## config.mk

```make
export PLATFORM = sky130hd
export DESIGN_NAME = ntfs_record_fixup
export DESIGN_NICKNAME = d
export VERILOG_FILES = /design/src/nrf_pkg.sv /design/src/nrf_ram.sv /design/src/ntfs_record_fixup.sv
export SDC_FILE = /design/constraint.sdc
export NUM_CORES = 1
export LEC_CHECK = 0
export BUFFER_PORTS_ARGS = -buffer_cell sky130_fd_sc_hd__buf_2
export CAP_MARGIN = 15
export CORE_UTILIZATION = 29
export DETAILED_ROUTE_END_ITERATION = 8
export SLEW_MARGIN = 20
export SYNTH_ARGS = -nofsm -noshare
export SYNTH_HDL_FRONTEND = slang
export SYNTH_SLANG_ARGS = --single-unit
```

## constraint.sdc

```tcl
create_clock -name clk -period 5.39 [get_ports clk]
set_clock_uncertainty 0.15 [all_clocks]
set_input_delay 1.078 -clock clk [delete_from_list [all_inputs] [get_ports clk]]
set_output_delay 1.078 -clock clk [all_outputs]
set_load 0.05 [all_outputs]
```

## src/nrf_pkg.sv

```systemverilog
package nrf_pkg;

	// One beat of the incoming record stream
	typedef struct packed {
		logic [15:0] record_word;
		logic        final_word;
	} rec_beat_t;

	// One beat of the fixed record stream
	typedef struct packed {
		logic [15:0] fixed_word;
		logic        final_out;
		logic [2:0]  fixup_status;
	} fix_beat_t;

	// Status codes reported on the last beat of a record
	localparam logic [2:0] ST_OK        = 3'd0;
	localparam logic [2:0] ST_NO_FILE   = 3'd1;
	localparam logic [2:0] ST_ALLOC     = 3'd2;
	localparam logic [2:0] ST_MISMATCH  = 3'd3;
	localparam logic [2:0] ST_BAD_ARRAY = 3'd4;

	// "FI" and "LE" as little-endian words
	localparam logic [15:0] SIG_WORD0 = 16'h4946;
	localparam logic [15:0] SIG_WORD1 = 16'h454C;

	// Words of the fixed header layout
	localparam int HEADER_WORDS = 16;

	localparam int POS_OFFSET    = 2;
	localparam int POS_COUNT     = 3;
	localparam int POS_USED_LO   = 12;
	localparam int POS_USED_HI   = 13;
	localparam int POS_ALLOC_LO  = 14;
	localparam int POS_ALLOC_HI  = 15;

endpackage

```

## src/nrf_ram.sv

```systemverilog
module nrf_ram #(
	parameter int WIDTH = 16,
	parameter int DEPTH = 16
) (
	input  logic                     clk,
	input  logic                     wr_en,
	input  logic [$clog2(DEPTH)-1:0] wr_addr,
	input  logic [WIDTH-1:0]         wr_data,
	input  logic                     rd_en,
	input  logic [$clog2(DEPTH)-1:0] rd_addr,
	output logic [WIDTH-1:0]         rd_data
);

	logic [WIDTH-1:0] mem [DEPTH];

	// Hold read data until the next read
	always_ff @(posedge clk) begin
		if (wr_en) begin
			mem[wr_addr] <= wr_data;
		end
		if (rd_en) begin
			rd_data <= mem[rd_addr];
		end
	end

endmodule

```

## src/ntfs_record_fixup.sv

```systemverilog
// Pipeline: an accepted beat is registered in stage 1, then in the output register
//   that drives fix_valid; fix_stall can hold it in either.
// Throughput: one beat per cycle while the sink does not stall; the header checks,
//   the array capture and the sector-end compare all settle in the accept cycle,
//   and the array RAM read for a replacement overlaps the following cycle.
// Reset: arst_n clears all control and per-record state; the array RAM is not
//   cleared, as each record rewrites its entries before any sector end reads them.
module ntfs_record_fixup import nrf_pkg::*; #(
	parameter int SECTOR_WORDS      = 256,
	parameter int MAX_ARRAY_ENTRIES = 16,
	parameter int MAX_RECORD_WORDS  = 2048
) (
	input  logic      clk,
	input  logic      arst_n,
	input  logic      rec_valid,
	output logic      rec_stall,
	input  rec_beat_t rec_data,
	output logic      fix_valid,
	input  logic      fix_stall,
	output fix_beat_t fix_data
);

	localparam int POS_W        = $clog2(MAX_RECORD_WORDS + 1);
	localparam int OFF_W        = $clog2(SECTOR_WORDS);
	localparam int SEC_W        = $clog2(MAX_RECORD_WORDS / SECTOR_WORDS + 2);
	localparam int BASE_W       = $clog2(2 * MAX_RECORD_WORDS + 1);
	localparam int NEED_W       = 17 + $clog2(SECTOR_WORDS);
	localparam int ADDR_W       = $clog2(MAX_ARRAY_ENTRIES);
	localparam int SECTOR_BYTES = 2 * SECTOR_WORDS;

	// ---------------------------------------------------------------------
	// Per-record state
	// ---------------------------------------------------------------------
	logic [POS_W-1:0]  pos_q;       // word position, saturates at the record limit
	logic [OFF_W-1:0]  off_q;       // word offset inside the current sector
	logic [SEC_W-1:0]  sec_q;       // index of the current sector
	logic [BASE_W-1:0] base_q;      // byte offset of the current sector start
	logic [15:0]       offset_q;    // array offset in bytes
	logic [15:0]       cnt_q;       // array entry count
	logic [31:0]       used_q;      // bytes in use
	logic [15:0]       alloc_lo_q;  // low half of bytes allocated
	logic [NEED_W-1:0] need_q;      // bytes the covered sectors span past the first
	logic [15:0]       check_q;     // check word, array entry 0
	logic              stopped_q;   // fixing stopped past the bytes in use
	logic [2:0]        err_q;       // first error of the record

	logic              acc;
	logic [15:0]       w;
	logic              active;
	logic [14:0]       first;
	logic [15:0]       pos16;
	logic [15:0]       idx16;
	logic              in_body;
	logic              wr_hit;
	logic              sec_end;
	logic [SEC_W-1:0]  j;
	logic              fix_slot;
	logic              match;
	logic              rd_hit;
	logic              mismatch_in_use;
	logic              stop_now;
	logic [2:0]        hdr_err;
	logic [2:0]        err_nxt;
	logic [2:0]        status;

	// ---------------------------------------------------------------------
	// Pipeline: stage 1 waits on the RAM read, the output register faces the sink
	// ---------------------------------------------------------------------
	logic        s1_valid_q;
	logic [15:0] s1_word_q;
	logic        s1_final_q;
	logic [2:0]  s1_status_q;
	logic        s1_sub_q;      // replace the word by the RAM read data
	logic        s1_adv;
	logic        fix_valid_q;
	fix_beat_t   fix_data_q;
	logic [15:0] ram_rd_data;

	assign acc   = rec_valid & ~rec_stall;
	assign w     = rec_data.record_word;
	assign active = pos_q < POS_W'(MAX_RECORD_WORDS);
	assign first = offset_q[15:1];
	assign pos16 = 16'(pos_q);
	assign idx16 = pos16 - {1'b0, first};

	// Body words are handled only once the header passed clean
	assign in_body = active && (pos_q >= POS_W'(HEADER_WORDS)) && (err_q == ST_OK);

	// Capture the update sequence array as it streams by
	assign wr_hit = in_body && (pos16 >= {1'b0, first}) && (idx16 < cnt_q)
		&& (idx16 < 16'(MAX_ARRAY_ENTRIES));

	// Last word of a sector covered by the array
	assign sec_end  = off_q == OFF_W'(SECTOR_WORDS - 1);
	assign j        = sec_q + SEC_W'(1);
	assign fix_slot = in_body && !stopped_q && sec_end && (16'(j) < cnt_q)
		&& (16'(j) < 16'(MAX_ARRAY_ENTRIES));
	assign match    = w == check_q;
	assign rd_hit   = fix_slot && match;

	// A mismatch inside the bytes in use fails the record; past them, fixing stops
	assign mismatch_in_use = fix_slot && !match && (32'(base_q) <= used_q);
	assign stop_now        = fix_slot && !match && !(32'(base_q) <= used_q);

	// Header checks, evaluated on the word that completes bytes allocated
	always_comb begin
		hdr_err = ST_OK;
		if (cnt_q == 16'd0) begin
			hdr_err = ST_BAD_ARRAY;
		end else if ({w, alloc_lo_q} < 32'(need_q)) begin
			hdr_err = ST_ALLOC;
		end else if ((cnt_q > 16'(MAX_ARRAY_ENTRIES)) || (first < 15'(HEADER_WORDS))
			|| ((17'(first) + 17'(cnt_q)) > 17'(SECTOR_WORDS - 1))) begin
			hdr_err = ST_BAD_ARRAY;
		end
	end

	// First error wins
	always_comb begin
		err_nxt = err_q;
		if (active && (err_q == ST_OK)) begin
			if ((pos_q == POS_W'(0)) && (w != SIG_WORD0)) begin
				err_nxt = ST_NO_FILE;
			end
			if ((pos_q == POS_W'(1)) && (w != SIG_WORD1)) begin
				err_nxt = ST_NO_FILE;
			end
			if (pos_q == POS_W'(POS_ALLOC_HI)) begin
				err_nxt = hdr_err;
			end
			if (mismatch_in_use) begin
				err_nxt = ST_MISMATCH;
			end
		end
	end

	// Status is meaningful on the last beat only; a record too short for
	// its header reports a missing signature
	always_comb begin
		status = ST_OK;
		if (rec_data.final_word) begin
			if (err_nxt != ST_OK) begin
				status = err_nxt;
			end else if (pos_q < POS_W'(HEADER_WORDS - 1)) begin
				status = ST_NO_FILE;
			end
		end
	end

	// Track the bytes the array must cover; cnt_q settles long before word 15
	always_ff @(posedge clk) begin
		need_q <= NEED_W'(cnt_q - 16'd1) * NEED_W'(SECTOR_BYTES);
	end

	always_ff @(posedge clk or negedge arst_n) begin
		if (!arst_n) begin
			pos_q      <= '0;
			off_q      <= '0;
			sec_q      <= '0;
			base_q     <= '0;
			offset_q   <= '0;
			cnt_q      <= '0;
			used_q     <= '0;
			alloc_lo_q <= '0;
			check_q    <= '0;
			stopped_q  <= 1'b0;
			err_q      <= ST_OK;
		end else if (acc) begin
			if (rec_data.final_word) begin
				// Drop all per-record state at the end of the record
				pos_q      <= '0;
				off_q      <= '0;
				sec_q      <= '0;
				base_q     <= '0;
				offset_q   <= '0;
				cnt_q      <= '0;
				used_q     <= '0;
				alloc_lo_q <= '0;
				check_q    <= '0;
				stopped_q  <= 1'b0;
				err_q      <= ST_OK;
			end else if (active) begin
				pos_q <= pos_q + POS_W'(1);
				if (sec_end) begin
					off_q  <= '0;
					sec_q  <= sec_q + SEC_W'(1);
					base_q <= base_q + BASE_W'(SECTOR_BYTES);
				end else begin
					off_q <= off_q + OFF_W'(1);
				end
				case (pos_q)
					POS_W'(POS_OFFSET):   offset_q      <= w;
					POS_W'(POS_COUNT):    cnt_q         <= w;
					POS_W'(POS_USED_LO):  used_q[15:0]  <= w;
					POS_W'(POS_USED_HI):  used_q[31:16] <= w;
					POS_W'(POS_ALLOC_LO): alloc_lo_q    <= w;
					default: ;
				endcase
				if (wr_hit && (idx16 == 16'd0)) begin
					check_q <= w;
				end
				if (stop_now) begin
					stopped_q <= 1'b1;
				end
				err_q <= err_nxt;
			end
		end
	end

	// Array store: written as the array streams by, read at covered sector ends.
	// The array ends before the first sector end, so the two never collide.
	nrf_ram #(
		.WIDTH (16),
		.DEPTH (MAX_ARRAY_ENTRIES)
	) u_array (
		.clk     (clk),
		.wr_en   (acc && wr_hit),
		.wr_addr (ADDR_W'(idx16)),
		.wr_data (w),
		.rd_en   (acc && rd_hit),
		.rd_addr (ADDR_W'(j)),
		.rd_data (ram_rd_data)
	);

	// Advance stage 1 whenever the output register is empty or being taken
	assign s1_adv    = s1_valid_q & (~fix_valid_q | ~fix_stall);
	assign rec_stall = s1_valid_q & ~s1_adv;

	always_ff @(posedge clk or negedge arst_n) begin
		if (!arst_n) begin
			s1_valid_q <= 1'b0;
		end else if (acc) begin
			s1_valid_q <= 1'b1;
		end else if (s1_adv) begin
			s1_valid_q <= 1'b0;
		end
	end

	always_ff @(posedge clk) begin
		if (acc) begin
			s1_word_q   <= w;
			s1_final_q  <= rec_data.final_word;
			s1_status_q <= status;
			s1_sub_q    <= rd_hit;
		end
	end

	always_ff @(posedge clk or negedge arst_n) begin
		if (!arst_n) begin
			fix_valid_q <= 1'b0;
		end else if (s1_adv) begin
			fix_valid_q <= 1'b1;
		end else if (!fix_stall) begin
			fix_valid_q <= 1'b0;
		end
	end

	// Substitute the array entry for a matching sector-end word
	always_ff @(posedge clk) begin
		if (s1_adv) begin
			fix_data_q.fixed_word   <= s1_sub_q ? ram_rd_data : s1_word_q;
			fix_data_q.final_out    <= s1_final_q;
			fix_data_q.fixup_status <= s1_status_q;
		end
	end

	assign fix_valid = fix_valid_q;
	assign fix_data  = fix_data_q;

`ifndef SYNTHESIS
	// The array capture and the sector-end read never touch the RAM together
	a_no_rw_overlap: assert property (@(posedge clk) disable iff (!arst_n)
		!(acc && wr_hit && rd_hit))
		else $error("array write and read in the same cycle");

	// A failure status shows only on the last beat of a record
	a_status_on_last: assert property (@(posedge clk) disable iff (!arst_n)
		(fix_valid && (fix_data.fixup_status != ST_OK)) |-> fix_data.final_out)
		else $error("status reported before the last beat");

	// Input stalls only while stage 1 holds a beat it cannot pass on
	a_stall_cause: assert property (@(posedge clk) disable iff (!arst_n)
		rec_stall |-> (s1_valid_q && fix_valid_q && fix_stall))
		else $error("input stalled without a full pipeline");

	// A new record starts at word zero
	a_record_restart: assert property (@(posedge clk) disable iff (!arst_n)
		(acc && rec_data.final_word) |=> ((pos_q == '0) && (err_q == ST_OK)))
		else $error("record state not cleared after the last beat");
`endif

endmodule

```

## Word-level counts from Yosys, hierarchy flattened

Memory sizes are Yosys's and may differ from the RTL's. A register that Yosys moved wholly into a read port is not among the register bits.
Cells that the tools add are included.
Widths: inputs -> output; s select.

| storage, ports and cells | value |
|---|---|
| flip-flop bits (word level) | 196 |
| word-level logic and storage cells | 158 |
| memories kept | 1 |
| output and inout bits | 22 |
| bits in writable memories | 256 |

Memories:

| memory | words | width | read ports | clocked after Yosys merged registers in | wr ports | line | text |
|---|---|---|---|---|---|---|---|
| u_array.mem | 16 | 16 | 1 | 1 | 1 | nrf_ram.sv:14 | `logic [WIDTH-1:0] mem [DEPTH];` |

| operators by class | value |
|---|---|
| $add $sub $neg | 7 |
| magnitude comparators | 12 |
| bitwise logic cells | 8 |
| muxes and demuxes | 49 |
| equal/unequal tests | 12 |
| reductions and logical operators | 47 |

Operators by type and width:

| cell | count |
|---|---|
| $mux 16 | 15 |
| $mux 32 | 2 |
| $eq 12x4->1 const B | 4 |
| $mux 13 | 3 |
| $mux 3 | 11 |
| $le 13x32->1 | 1 |
| $logic_not 16->1 | 2 |
| $lt 32x25->1 | 1 |
| $ne 16x15->1 const B | 2 |
| $eq 12x2->1 const B | 2 |
| $mux 12 | 2 |
| $mux 8 | 3 |
| $reduce_and 3->1 | 8 |
| $reduce_bool 2->1 | 10 |
| $logic_and 1x1->1 | 18 |
| $add 15x16->17 | 1 |
| $gt 17x8->1 const B | 1 |
| $eq 16x16->1 | 1 |
| $gt 16x5->1 const B | 1 |
| $lt 16x16->1 | 1 |
| $lt 16x5->1 const B | 1 |
| $lt 4x16->1 | 1 |
| $sub 12x15->16 | 1 |
| $sub 16x1->16 const B | 1 |
| other kinds (23) | 42 |

## Longest topological paths before layout

| depth | value |
|---|---|
| depth in word-level cells | 12 |
| mapped depth | 20 |
| mapped depth without buffers | 17 |

## Hierarchy

Synthesis repeated with hierarchy kept, for this count alone.

| unflattened totals | value |
|---|---|
| cells, all modules | 1525 |
| area total of the unflattened synthesis | 20729.9 sq um |

Modules (own cells, without submodules):

| module | times used | area each (sq um) | cells each |
|---|---|---|---|
| ntfs_record_fixup | 1 | 10527.6 | 1093 |
| nrf_ram | 1 | 10202.3 | 432 |

## Least setup slack after synthesis

Ideal clock, no wire load.

| timing | value |
|---|---|
| path type | register -> register |
| start | reg pos_q[0] |
| end | mem u_array.mem[15][0] (enable) |
| arrival | 5.109 ns |
| setup slack | -0.300 ns |
| setup time | 0.430 ns |
| stages on the path, launching flop included | 19 |
| required time | 4.810 ns |
| cell sequence | dfrtp_1 -> inv_1 -> ha_1 -> fa_1 -> nand2b_1 -> a2111oi_4 -> o21ba_2 -> o21bai_1 -> nor2_1 -> xnor2_1 -> ha_1 -> o21ai_0 -> nor2_1 -> nor3_1 -> o2111ai_1 -> nor2_1 -> nand4b_1 -> buf_2 -> nor4_1 |

| on the way | value |
|---|---|
| longest elaborated chain between the ends | 9 |

Ends and longest elaborated chain:

| item | line | text |
|---|---|---|
| start: declaration | ntfs_record_fixup.sv:34 | `logic [POS_W-1:0] pos_q;` |
| start signal: assignment | ntfs_record_fixup.sv:183 | `pos_q <= pos_q + POS_W'(1);` |
| parallel branches: the longest is 9 deep, another holds $sub 12x15->16 | n/a |  |
| end: declaration | nrf_ram.sv:14 |  |

Several ways; the timed one is not identified.

## Worst setup path after layout

| timing | value |
|---|---|
| start | reg pos_q[0] |
| end | mem u_array.mem[3][3] (enable) |

Same word-level chain as after synthesis.

==> impl_results.md <==
- Clock share of power: 36.7%
- TritonCTS Buffers: 46
- CTS tree: yes
- Final wirelength: 55500 um
- Critical path buffers and inverters: 3
- Worst Hold Path EP: fix_data[0]$_DFFE_PP_
- Area share of the largest cell type after synthesis: 46.0%
- Final GP Congestion: 0.903
- Reg2Reg Setup Slack: 0.36 ns
- DRT Pass-1 Iters: 5
- Share of synthesized area spent on multiplexers: 10.9%
- #FFs+latches synth: 449
- PortBufs: 42
- Largest family of logic cells by synthesized area: multiplexers
- Initial antenna violation count: 2
- Peak supply drop: 0.254 mV
- Final Instance Count excl. Fillers: 2458
- Hold_buf cts: 0
- Peak Freq: 0.199 GHz
- Storage cell area: 0.0127 mm^2
- Final Max Tran Viols: 0
- Vias: 12791
- Net Count, Synth: 1508
- P&R area growth vs syn: 15.3%
- Depth of the worst hold-timing path: 0
- Setup ws final: 0.357 ns
- Yosys warns: 0
- Post-synthesis async set-or-reset flop share: 26.7%
- Seq pwr share: 44.5%
- ANT nets after route: 0
- Layout fillers: 6711
- Die Area: 0.0715 mm^2
- Register area share after synthesis: 62.3%
- H-tree depth reported by CTS: 2
- Sw Share: 28.6%
- # resized after CTS: 0
- Clock tree buffer depth: 3
- Starting Density: 29.5%
- Total gr overflow: 0
- R2R Path End: u_array.mem[3][3]$_DFFE_PP_
- Vias per Instance: 5.20
- CP max-delay cell: dfrtp_1
- DRC viols: 0
- Outcome: finished, final reports clean
- Crit path max fanout: 16
- Vias in the first global route: 12710
- Global Route Usage Sum: 15.6%
- XOR/XNOR Fraction of Synth Area: 2.24%
- Min-Delay Path Class: register to register
- Most used DFF post-synth: edfxtp_1
- Clk root buf: clkbuf_16
- Worst R2R Path Depth: 19
- Die Height: 267 um
- Area of the multi-input gates: 0.00723 mm^2
- IO Pins: 43
- Placed Instances: 2375
- Max-capacitance violation count: 0
- CP endpoint kind: register
- Slew headroom: 30.0%
- Design Area, Final: 0.0235 mm^2
- Place WS: 0.425 ns
- Leakage: 8.79 nW
- Post-synth EDFFs: 313
- Library cells used by synthesis: 79
- Post-synthesis simple-gate area fraction: 8.31%
- Cell mode on critical path: nor2_1
- Core ar.: 0.0692 mm^2
- Gate Count Post-Synth: 1413
- Die width: 267 um
- Setup violators final: 0
- Detailed Place HPWL: 37900 um
- Diode count: 0
- Synth Area in Compound Gates: 8.74%
- Crit path launch type: register
- Reg-to-Reg Start: pos_q[0]$_DFFE_PN0P_
- PwrDens: 369 mW/mm^2
- Logic gate share of total power: 18.8%
- Top cells by area, synth: edfxtp_1 46%, dfrtp_1 15%, mux4_2 8.8%
- Final period util: 93.4%
- Psw: 2.49 mW
- Area of the mapped netlist: 0.0204 mm^2
- WL per Instance: 22.6 um
- Crit-path cells: inv_1 > ha_1 > fa_1 > nand2b_1 > a2111oi_4 > o21ba_2 > o21bai_1 > nor2_1 > xnor2_1 > ha_1 > o21ai_0 > nor2_1 > nor3_1 > o2111ai_1 > nor2_1 > nand4b_1 > buf_4 > nor4_2 > buf_4
- Final Hold Fails: 0
- RSZ-0062 raised after global routing: no
- Cell family with most CP delay: simple AND/OR/NAND/NOR gates
- DP Area: 0.0220 mm^2
- Synth area leader: edfxtp_1
- Least-Margin Pin Slew: 1.02 ns
- Clk sinks: 449
- Worst Hold Launch: s1_status_q[0]$_SDFFCE_PN0P_
- Most common cell in the netlist: edfxtp_1
- Layout Utilization: 34.0%
- CP peak stage delay: 0.47 ns
- Largest net degree at the start of global routing: 68
- Avg Inst Size Synth: 14.5 um^2
- Layout net count: 1588
- Row count: 96
- First-pass GRT wire length: 83000 um
- Postcts setup bufs: 0
- Initial DRC count: 1265
- Crit path time final: 5.03 ns
- Worst-path clk slew: 0.06 ns
- WP data required: 5.51 ns
- Arr. time, crit path: 5.15 ns
- Int Pwr: 6.21 mW
- Worst skew pair latency: 0.58 ns
- Ratio of cells with drive above 1 in the final layout: 19.8%
- Setup Crit Path Kind: register to register
- Synth top cells by count: 313 x edfxtp_1, 120 x dfrtp_1, 99 x nand2_1
- Post-Synth Adder-Cell Area: 4.61%
## power by group through the flow
stage	registers (mW)	clock network, mW	logic [mW]
after global routing	3.88	3.37	1.80
after CTS	3.87	3.25	1.61
after detailed placement	3.94	0	1.60
after floorplan	3.95	0	1.04
final	3.87	3.19	1.64
after global placement	3.94	0	1.58
## routing by layer
layer  vias to the layer above  GRT usage (%)  share of wire [%]
met4                         2           4.92                2.8
li1                       5642              -                  -
met5                         -              0              0.014
met2                       391           25.3                 47
met1                      6674           21.5                 44
met3                        82           2.11                5.5
## through the flow
stage | power (mW) | setup TNS, ns | hold slack (ns)
detailed placement | 5.54 | 0 | 0.260
CTS | 8.73 | 0 | 0.268
floorplan | 5.00 | -21.00 | 0.250
global route | 9.05 | 0 | 0.283
finish | 8.70 | 0 | 0.270
global placement | 5.52 | 0 | 0.254
## worst max path at each step
stage                                    start                      endpoint  slack (ns)  cells after the start
final                     pos_q[0]$_DFFE_PN0P_   u_array.mem[3][3]$_DFFE_PP_        0.36                     19
after global routing      pos_q[0]$_DFFE_PN0P_   u_array.mem[3][5]$_DFFE_PP_        0.02                     19
after CTS                 pos_q[0]$_DFFE_PN0P_   u_array.mem[3][7]$_DFFE_PP_        0.39                     19
after detailed placement  pos_q[0]$_DFFE_PN0P_   u_array.mem[3][3]$_DFFE_PP_        0.43                     19
after global placement    pos_q[0]$_DFFE_PN0P_   u_array.mem[3][1]$_DFFE_PP_        0.49                     19
after floorplan           pos_q[0]$_DFFE_PN0P_  u_array.mem[15][0]$_DFFE_PP_       -0.30                     18
## cells by family (layout without fill, tap and decap cells)
kind of cell / after synthesis / after routing
compound gates: 247 / 247
xor+xnor: 50 / 50
fa+ha+maj: 74 / 74
buf+inv: 139 / 253
flops: 449 / 449
mux: 121 / 121
simple gates: 333 / 333
## layout by cell type, fill, tap and decap left out, types with 24 or more instances in the layout
master       n
edfxtp_1   313
dfrtp_1    119
nand2_1     99
mux4_2      80
ha_1        71
inv_1       69
a22o_1      64
buf_4       56
nor2_1      51
o21ai_0     51
clkbuf_16   48
a21oi_1     43
buf_2       41
nand3_1     33
xor2_1      30
nor3_1      24
mux2i_1     24
## flip-flops by register name, summed over array words and instances, names as in the netlist, 8 cells and up
| name | cells |
|---|---|
| pos_q | 12 |
| off_q | 8 |
| used_q | 32 |
| check_q | 16 |
| u_array.mem | 256 |
| fix_data | 20 |
| u_array.rd_data | 16 |
| cnt_q | 16 |
| offset_q | 15 |
| need_q | 16 |
| s1_word_q | 16 |
## area by class of cell
type / count / area share, %
Sequential cell: 449 / 54.0
Multi-Input combinational cell: 825 / 30.7
Clock buffer: 60 / 5.38
Tap cell: 931 / 4.95
Timing Repair Buffer: 98 / 2.77
Inverter: 73 / 1.16
Clock inverter: 22 / 0.978
## worst register-to-register path: cells and delay by family (launching register included)
| kind | cells | cell delay (ns) |
|---|---|---|
| simple gates | 7 | 1.26 |
| buf+inv | 3 | 0.69 |
| flops | 1 | 0.47 |
| fa+ha+maj | 3 | 0.90 |
| compound gates | 5 | 1.12 |
| xor+xnor | 1 | 0.13 |
Power figures use the tool's default switching activity.
